===== src/ehash_ram.sv =====
// Generic simple dual-port RAM with registered read.
`timescale 1ns / 1ps

module ehash_ram #(
    parameter int WIDTH = 8,
    parameter int DEPTH = 64
) (
    input  logic                     clk,
    input  logic                     wr_en,
    input  logic [$clog2(DEPTH)-1:0] wr_addr,
    input  logic [WIDTH-1:0]         wr_data,
    input  logic                     rd_en,
    input  logic [$clog2(DEPTH)-1:0] rd_addr,
    output logic [WIDTH-1:0]         rd_data
);

    logic [WIDTH-1:0] mem [DEPTH];

    // Write port
    always_ff @(posedge clk)
    begin
        if (wr_en)
        begin
            mem[wr_addr] <= wr_data;
        end
    end

    // Read port, data holds while not enabled
    always_ff @(posedge clk)
    begin
        if (rd_en)
        begin
            rd_data <= mem[rd_addr];
        end
    end

endmodule


===== config.mk =====
export PLATFORM = sky130hd
export DESIGN_NAME = ehash_ram
export DESIGN_NICKNAME = d
export VERILOG_FILES = /design/src/ehash_ram.sv
export SDC_FILE = /design/constraint.sdc
export NUM_CORES = 1
export LEC_CHECK = 0
export ABC_CLOCK_PERIOD_IN_PS = 2750
export CAP_MARGIN = 10
export CORE_MARGIN = 8
export CORE_UTILIZATION = 25
export CTS_CLUSTER_DIAMETER = 40
export DETAILED_ROUTE_END_ITERATION = 12
export DONT_BUFFER_PORTS = 1
export GPL_TIMING_DRIVEN = 0
export PLACE_DENSITY = 0.4
export SKIP_LAST_GASP = 1
export SLEW_MARGIN = 5
export SYNTH_ARGS = -nofsm -noshare
export SYNTH_HDL_FRONTEND = slang
export SYNTH_SLANG_ARGS = --single-unit

===== constraint.sdc =====
create_clock -name clk -period 2.75 [get_ports clk]
set_input_delay 0.275 -clock clk [delete_from_list [all_inputs] [get_ports clk]]
set_output_delay 0.275 -clock clk [all_outputs]
set_load 0.02 [all_outputs]

==> impl_metrics.json, run 1 <==
{
  "design.core.area_mm2": 0.0804,
  "r2r_start": "mem[29][4]",
  "dp_hpwl_mm": 36.9,
  "cts-buffers-inserted": 85,
  "hold_viol_final": 0,
  "netlist_area_mm2": 0.0202,
  "cp.arrival_ns": 3.02,
  "drive_gt1_share_pct": 29.9,
  "setup_viol": 0,
  "htree_num_levels": 3,
  "crit_family": "buffers and inverters",
  "drtIter0Drc": 941,
  "syn_inst": 940,
  "async_flop_share_pct": 0,
  "first_pass_iters": 5,
  "cts_sinks": 520,
  "pin_count": 31,
  "skew_ns": 0.0199,
  "ys_seq_elements": 520,
  "wl_mm": 58.1,
  "grt_pass1_vias": 10300,
  "port_buffers": 0,
  "clk_latency_ns": 0.61,
  "hold_path_class": "input pin to flip-flop",
  "post-cts-setup-buffer-count": 0,
  "synth_ff_type": "edfxtp_1",
  "max_freq_mhz": 376,
  "cp-end-kind": "flip-flop",
  "setup.worst_path.start": "rd_addr[1]",
  "power_density_mw_per_mm2": 846,
  "start_kind": "input pin",
  "critPathMaxFanout": 10,
  "die_y_um": 301,
  "endpoint": "rd_data[3]",
  "drv_slew": 0,
  "viasPerCell": 4.58,
  "synth_common_cells": "520 x edfxtp_1, 126 x mux4_2, 83 x nor2_1, 23 x mux2i_1, 19 x nand2_1",
  "dp_cells": 2000,
  "rsz0062_at_grt": "true",
  "die_area_mm2": 0.0904,
  "route.detailed.drc": 0,
  "reg2reg_depth": 5,
  "min_period_ns": 2.66,
  "avgRoutedWirePerCell_um": 26.8,
  "hold_path_depth": 1,
  "grt_max_degree": 65,
  "gr-total-overflow": 0,
  "slew_headroom_pct": 22.8,
  "worstMarginPinSlew_ns": 1.16,
  "synth_most_common_cell": "edfxtp_1",
  "num_vias": 9936,
  "peakVddDrop_mv": 0.459,
  "nets": 1060,
  "yosysWarnings": 0,
  "synth_area_leader_cell": "edfxtp_1",
  "synth_fp_nets": 963,
  "crit_slowest_cell": "buf_2",
  "cp_num_buf_inv": 4,
  "cts_root_buf": "clkbuf_16",
  "grt_use_total_pct": 12.8,
  "start_util_pct": 25.2,
  "worstSetupPathType": "input pin to flip-flop",
  "cp.depth": 7,
  "cts_tree": "done",
  "synth_area_leaders": "edfxtp_1 77%, mux4_2 14%, nor2_1 1.5%",
  "r2r_end": "rd_data[4]",
  "fillCellCount": 7750,
  "layoutNonFillerInstCount": 2170,
  "die_w_um": 301,
  "cpPeakStageDelay_ns": 0.53,
  "total_power_mw": 21.1,
  "status": "finished, final reports clean",
  "drv_cap": 0,
  "place.gp.congestion": 0.777,
  "timing.final.crit_share_pct": 96.7,
  "ant_nets": 0,
  "crit_required_ns": 3.11,
  "grt_first_pass_wirelength_mm": 82.0,
  "syn_to_final_growth_pct": 23.1,
  "synth-edff-count": 520,
  "clk_path_buf_depth": 3,
  "r2r_setup_slack_ns": 0.41,
  "crit_chain": "buf_4 > buf_2 > buf_4 > buf_2 > nand3b_1 > o22ai_1 > o41ai_4",
  "ys_seq_area_share_pct": 77.1,
  "leakage_nw": 7.73,
  "synth_top_area_share_pct": 77.1,
  "holdWs_ns": 0.0410,
  "clk_pin_slew_ns": 0.05,
  "antenna_found_initial": 2,
  "row_count": 104,
  "synth_cell_types": 39,
  "synth_area_per_cell_um2": 21.5
}
==> cells by family (layout without fill, tap and decap cells) <==
| family | Yosys count | count (layout) | share of synthesized area (%) |
|---|---|---|---|
| other | 0 | 1 | 0 |
| flip-flops | 520 | 520 | 77.1 |
| multiplexers | 162 | 162 | 15.9 |
| buffers and inverters | 51 | 220 | 1.56 |
| AND/OR/NAND/NOR | 153 | 153 | 3.37 |
| AO/OA/AOI/OAI | 54 | 54 | 2.06 |
==> where the power goes <==
part	internal (mW)	total, mW	switching (mW)
Sequential	8.80	8.83	0.0335
Clock	7.40	11.3	3.92
Combinational	0.334	0.931	0.596
Total	16.5	21.1	4.55
==> metrics by stage <==
stage | utilization, % | TNS (ns) | cell area (µm²) | worst slack [ns]
floorplan | - | 0 | 20200 | 0.669
global placement | 26.8 | -4.63 | 21600 | -1.03
detailed placement | 26.8 | -6.51 | 21600 | -0.954
CTS | 30.9 | -0.0105 | 24900 | -0.00828
global route | 31.0 | -0.0539 | 24900 | -0.0485
finish | 31.0 | 0 | 24900 | 0.0907
==> routing by layer <==
metal / share of wire, % / vias up / GRT usage, %
met5: 0 / - / 0
met2: 46 / 298 / 19.6
li1: - / 4178 / -
met1: 45 / 5381 / 17.8
met3: 6.9 / 79 / 3.15
met4: 2.1 / 0 / 4.01
==> state kept, by name, indices dropped and copies added (netlist names) <==
signal and cells:
mem 512, rd_data 8
==> cell usage in the layout, fill, tap and decap left out, types with 3 or more instances in the layout <==
cell / synthesis / routed
clkinv_1: 0 / 5
o221ai_1: 8 / 8
a22oi_1: 3 / 3
o2bb2ai_1: 3 / 3
clkbuf_16: 0 / 86
nor2b_1: 14 / 14
nand3b_1: 3 / 3
bufinv_16: 0 / 17
o2111ai_1: 3 / 3
nor2_1: 83 / 83
buf_2: 11 / 10
mux2i_1: 23 / 23
clkinvlp_4: 0 / 11
nor3_1: 7 / 5
o22ai_1: 8 / 8
a221oi_1: 6 / 6
a21oi_1: 3 / 3
buf_1: 4 / 3
nand2b_1: 7 / 7
clkinv_4: 0 / 6
edfxtp_1: 520 / 520
clkinv_2: 0 / 10
buf_6: 4 / 4
a211oi_1: 4 / 4
nand2_1: 19 / 19
mux2_2: 13 / 13
inv_6: 0 / 14
buf_16: 0 / 8
mux4_2: 126 / 126
buf_4: 13 / 13
clkbuf_1: 17 / 24
nand3_1: 13 / 12
==> repair_timing <==
item	in CTS	in global routing
gates resized for setup	2	8
endpoints found under the hold margin	523	0
setup endpoints to repair	2	3
hold buffers	10	0
pin swaps	0	0
==> cell type report <==
class | instances | area (µm²) | share of cell area, %
flip-flops and latches | 520 | 15600 | 62.7
multi-input cells | 369 | 4360 | 17.5
well taps | 1060 | 1330 | 5.32
clock inverters | 65 | 865 | 3.47
repair buffers | 10 | 240 | 0.964
diodes | 1 | 2.50 | 0.0100
clock buffers | 94 | 2180 | 8.76
plain buffers | 51 | 327 | 1.31
==> how the worst min path moves through the flow <==
stage                 endpoint        from  slack (ns)
floorplan            mem[0][0]  wr_data[0]        0.37
global placement    mem[50][3]  wr_data[3]        0.39
detailed placement  mem[50][3]  wr_data[3]        0.39
CTS                 mem[50][7]  wr_data[7]        0.03
global route        mem[24][0]  wr_data[0]        0.05
finish              mem[29][0]  wr_data[0]        0.04
(Power assumes the default switching activity.)
==> inputs of run 2 (changes only) <==
- PLACE_DENSITY: 0.4 -> 0.38
==> impl_metrics.json, run 2 (synthesis gave the netlist of run 1 again) <==
{
  "nets": 1058,
  "htree_num_levels": 3,
  "cpPeakStageDelay_ns": 0.78,
  "ant_nets": 0,
  "r2r_end": "rd_data[6]",
  "cts-buffers-inserted": 81,
  "cts_sinks": 520,
  "clk_latency_ns": 0.62,
  "drtIter0Drc": 750,
  "design.core.area_mm2": 0.0804,
  "cts_root_buf": "clkbuf_16",
  "cp.arrival_ns": 2.99,
  "grt_max_degree": 65,
  "power_density_mw_per_mm2": 826,
  "die_y_um": 301,
  "fillCellCount": 7767,
  "pin_count": 31,
  "holdWs_ns": 0.0290,
  "die_area_mm2": 0.0904,
  "viasPerCell": 4.53,
  "fin_tns_setup_ns": 0,
  "seq_area_mm2": 0.0156,
  "crit_chain": "buf_2 > buf_2 > buf_1 > clkbuf_1 > nand3_1 > o2111ai_1 > nand2_1 > o2bb2ai_1",
  "hold-path-endpoint": "mem[51][3]",
  "top_register": "mem",
  "syn_to_final_growth_pct": 22.1,
  "largest_reg_flops": 512,
  "post-cts-setup-buffer-count": 0,
  "final_common_cell": "edfxtp_1",
  "worstSetupPathType": "input pin to flip-flop",
  "slew_headroom_pct": 28.6,
  "grt_pass1_vias": 10300,
  "first_pass_iters": 5,
  "cp-end-kind": "flip-flop",
  "die_w_um": 301,
  "critPathMostFrequentCell": "buf_2",
  "min_period_ns": 2.63,
  "hold_viol_final": 0,
  "crit_required_ns": 3.11,
  "setup_viol": 0,
  "hold_path_class": "input pin to flip-flop",
  "wl_mm": 58.3,
  "grt_first_pass_wirelength_mm": 82.0,
  "start_util_pct": 25.2,
  "gr-total-overflow": 0,
  "clk_path_buf_depth": 3,
  "start_kind": "input pin",
  "clk_pin_slew_ns": 0.05,
  "layout_common_cells": "520 x edfxtp_1, 126 x mux4_2, 83 x nor2_1",
  "crit_family": "buffers and inverters",
  "dp_hpwl_mm": 37.3,
  "r2r_setup_slack_ns": 0.45,
  "critPathMaxFanout": 10,
  "skew_ns": 0.0199,
  "drv_slew": 0,
  "max_freq_mhz": 380,
  "peakVddDrop_mv": 0.387,
  "hold_path_depth": 1,
  "place.gp.congestion": 0.771,
  "crit_slowest_cell": "buf_1",
  "r2r_start": "mem[24][6]",
  "drive_gt1_share_pct": 29.7,
  "avgRoutedWirePerCell_um": 26.9,
  "drv_cap": 0,
  "timing.final.crit_share_pct": 95.7,
  "top_regs": "mem: 512 flops, rd_data: 8 flops",
  "worstMarginPinSlew_ns": 1.07,
  "cts_tree": "done",
  "port_buffers": 0,
  "status": "finished, final reports clean",
  "multiInputGateArea_mm2": 0.00434,
  "cp_num_buf_inv": 4,
  "antenna_found_initial": 2,
  "rsz0062_at_grt": "false",
  "grt_use_total_pct": 12.8,
  "num_vias": 9817,
  "reg2reg_depth": 5,
  "route.detailed.drc": 0,
  "row_count": 104,
  "hp-start": "wr_data[3]",
  "leakage_nw": 7.65
}
-- run 2: cell types whose count changed in the layout (fill, tap and decap cells not counted), sizes merged, moves of 2 or more --
cell / delta
clkbuf: -9
clkinv: +8
bufinv: -4
buf: +3
clkinvlp: -2
diode: +2
-- run 2: worst max path at each step --
stage                     startpoint          to  cells after the start
after floorplan           rd_addr[1]  rd_data[3]                      7
after global placement    rd_addr[2]  rd_data[3]                      7
after detailed placement  rd_addr[2]  rd_data[5]                      7
after CTS                 rd_addr[2]  rd_data[2]                      8
after global routing      rd_addr[2]  rd_data[5]                      6
final                     rd_addr[2]  rd_data[0]                      8
-- run 2: what timing repair did --
action                     CTS  global route
hold endpoints to repair   523             0
setup endpoints to repair    4             3
resized for setup            6             2
hold buffers                10             0
-- run 2: routing by layer --
metal  global-route usage (%)  vias to the layer above  routed length (µm)
met4                     4.17                        0                1410
met5                        0                        -                   0
met1                     17.3                     5285               26300
met3                     3.56                       71                3500
met2                     20.0                      283               27100
li1                         -                     4178                   -
-- run 2: report_power, final --
group | leakage, nW | internal [mW] | switching (mW)
clock | 1.38 | 6.78 | 3.88
combinational | 1.59 | 0.333 | 0.603
sequential | 4.69 | 8.80 | 0.0319
total | 7.65 | 15.9 | 4.51
-- run 2: per-stage QoR --
step | setup WS [ns] | utilization (%) | cells | cell area (µm²) | total power [mW]
floorplan | 0.669 | - | 940 | 20200 | 9.45
detailed placement | -1.08 | 26.8 | 2002 | 21600 | 9.76
CTS | 0.117 | 30.7 | 2164 | 24700 | 20.7
global placement | -1.04 | 26.8 | 2000 | 21600 | 9.76
global route | 0.0480 | 30.7 | 2164 | 24700 | 21.0
finish | 0.117 | 30.8 | 2167 | 24700 | 20.4
-- run 2: final cells by class --
class,count,share of cell area (%)
sequential,520,63.1
multi-input combinational,369,17.6
clock buffer,86,8.36
tap,1060,5.36
clock inverter,66,3.18
buffer,51,1.33
timing repair buffer,12,1.03
antenna,3,0.0304
==> inputs of run 3 (changes only) <==
- CORE_MARGIN: 8 -> 4
- GPL_TIMING_DRIVEN: 0 -> not set
==> impl_metrics.json, run 3 (synthesis gave the netlist of run 1 again) <==
{
  "viasPerCell": 4.47,
  "grtUsageMet3_pct": 2.96,
  "cp-end-kind": "flip-flop",
  "place.gp.congestion": 0.719,
  "drv_slew": 0,
  "nets": 1092,
  "cp.arrival_ns": 2.94,
  "top_regs": "mem: 512 flops, rd_data: 8 flops",
  "cts_sinks": 520,
  "avgRoutedWirePerCell_um": 25.1,
  "design.core.area_mm2": 0.0804,
  "cts.repair.resized": 0,
  "timing.final.crit_share_pct": 94.0,
  "cts_tree": "done",
  "gr-total-overflow": 0,
  "clk_path_buf_depth": 3,
  "cts-buffers-inserted": 80,
  "wl_mm": 55.0,
  "die_area_mm2": 0.0856,
  "pin_count": 31,
  "r2r_setup_slack_ns": 0.16,
  "holdWs_ns": 0.0407,
  "top_register": "mem",
  "met2_usage_pct": 21.2,
  "critPathMaxFanout": 1,
  "utilization_pct": 30.9,
  "row_count": 104,
  "route.detailed.drc": 0,
  "grt_pass1_vias": 10300,
  "layoutNonFillerInstCount": 2193,
  "htree_num_levels": 3,
  "total_power_mw": 19.7,
  "skew_ns": 0.0211,
  "dp_hpwl_mm": 31.1,
  "grt_first_pass_wirelength_mm": 79.1,
  "drive_gt1_share_pct": 32.0,
  "layout_common_cells": "520 x edfxtp_1, 126 x mux4_2, 83 x nor2_1, 83 x clkbuf_16, 81 x buf_4",
  "worstMarginPinSlew_ns": 1.08,
  "setup_viol": 0,
  "clk_latency_ns": 0.61,
  "die_w_um": 293,
  "first_pass_iters": 5,
  "start_kind": "flip-flop",
  "hold_viol_final": 0,
  "cts_root_buf": "clkbuf_16",
  "dp_cells": 2030,
  "fin_tns_setup_ns": 0,
  "power_density_mw_per_mm2": 791,
  "status": "finished, final reports clean",
  "max_freq_mhz": 387,
  "ant_nets": 0,
  "grt_busiest_layer": "met2",
  "grt_use_total_pct": 12.9,
  "clk_pin_slew_ns": 0.06,
  "slew_headroom_pct": 27.9,
  "hold_path_class": "input pin to flip-flop",
  "fillCellCount": 7786,
  "start_util_pct": 25.2,
  "antenna_found_initial": 4,
  "grt_use_met1_pct": 17.0,
  "grt_max_degree": 138,
  "leakage_nw": 7.84,
  "worstSetupPathType": "flip-flop to flip-flop",
  "drtIter0Drc": 731,
  "port_buffers": 0,
  "crit_required_ns": 3.11,
  "die_y_um": 293,
  "peakVddDrop_mv": 0.414,
  "rsz0062_at_grt": "false",
  "syn_to_final_growth_pct": 22.9,
  "drv_cap": 0,
  "num_vias": 9793,
  "min_period_ns": 2.59,
  "final_common_cell": "edfxtp_1",
  "largest_reg_flops": 512
}
run 3: cell count changes in the layout (fill, tap and decap cells not counted), sizes merged:
cell | before | now
inv | 14 | 13
dlygate4sd3 | 2 | 9
clkbuf | 103 | 88
buf | 43 | 89
bufinv | 13 | 9
clkinvlp | 9 | 10
clkinv | 30 | 25
clkdlybuf4s15 | 1 | 0
diode | 3 | 1
run 3: per-layer routing:
metal	vias to the layer above	wire length [µm]
li1	4222	-
met4	0	1250
met3	80	3300
met2	230	26700
met1	5261	23800
met5	-	0
run 3: path summary, 6_finish.rpt:
kind | start | cells past startpoint | endpoint
worst max register to register | mem[51][5] | 5 | rd_data[5]
worst min-delay path | wr_data[1] | 1 | mem[16][1]
worst min register to register | mem[23][0] | 4 | rd_data[0]
worst max-delay path | mem[51][5] | 5 | rd_data[5]
run 3: area by class of cell:
class | count | area (µm²) | area share (%)
multi-input combinational | 369 | 4320 | 17.3
clock inverter | 57 | 616 | 2.47
antenna | 1 | 2.50 | 0.0101
tap | 1060 | 1330 | 5.33
sequential | 520 | 15600 | 62.7
timing repair buffer | 98 | 918 | 3.69
clock buffer | 88 | 2100 | 8.42
run 3: what timing repair did:
action / in CTS / in global routing
hold buffers: 17 / 0
endpoints found under the hold margin: 532 / 0
setup buffers: 0 / 0
setup endpoints to repair: 0 / 0
run 3: through the flow:
stage / worst slack [ns] / area [µm²]
3_3_place_gp: 0.0794 / 21900
5_1_grt: 0.0865 / 24900
3_5_place_dp: 0.0583 / 21900
2_1_floorplan: 0.669 / 20200
6_report: 0.164 / 24900
4_1_cts: 0.0716 / 24900
run 3: worst max-delay path, stage by stage, from the launching register on:
cell and delay [ns]:
edfxtp_1 0.36, mux4_2 0.52, mux4_2 0.51, o21ai_1 0.25
o41ai_1 0.12, dlygate4sd3_1 0.58
run 3: report_power, final:
part / total (mW) / switching (mW) / internal (mW)
registers: 8.84 / 0.0433 / 8.80
logic: 0.665 / 0.356 / 0.309
clock network: 10.2 / 3.77 / 6.41
total: 19.7 / 4.17 / 15.5
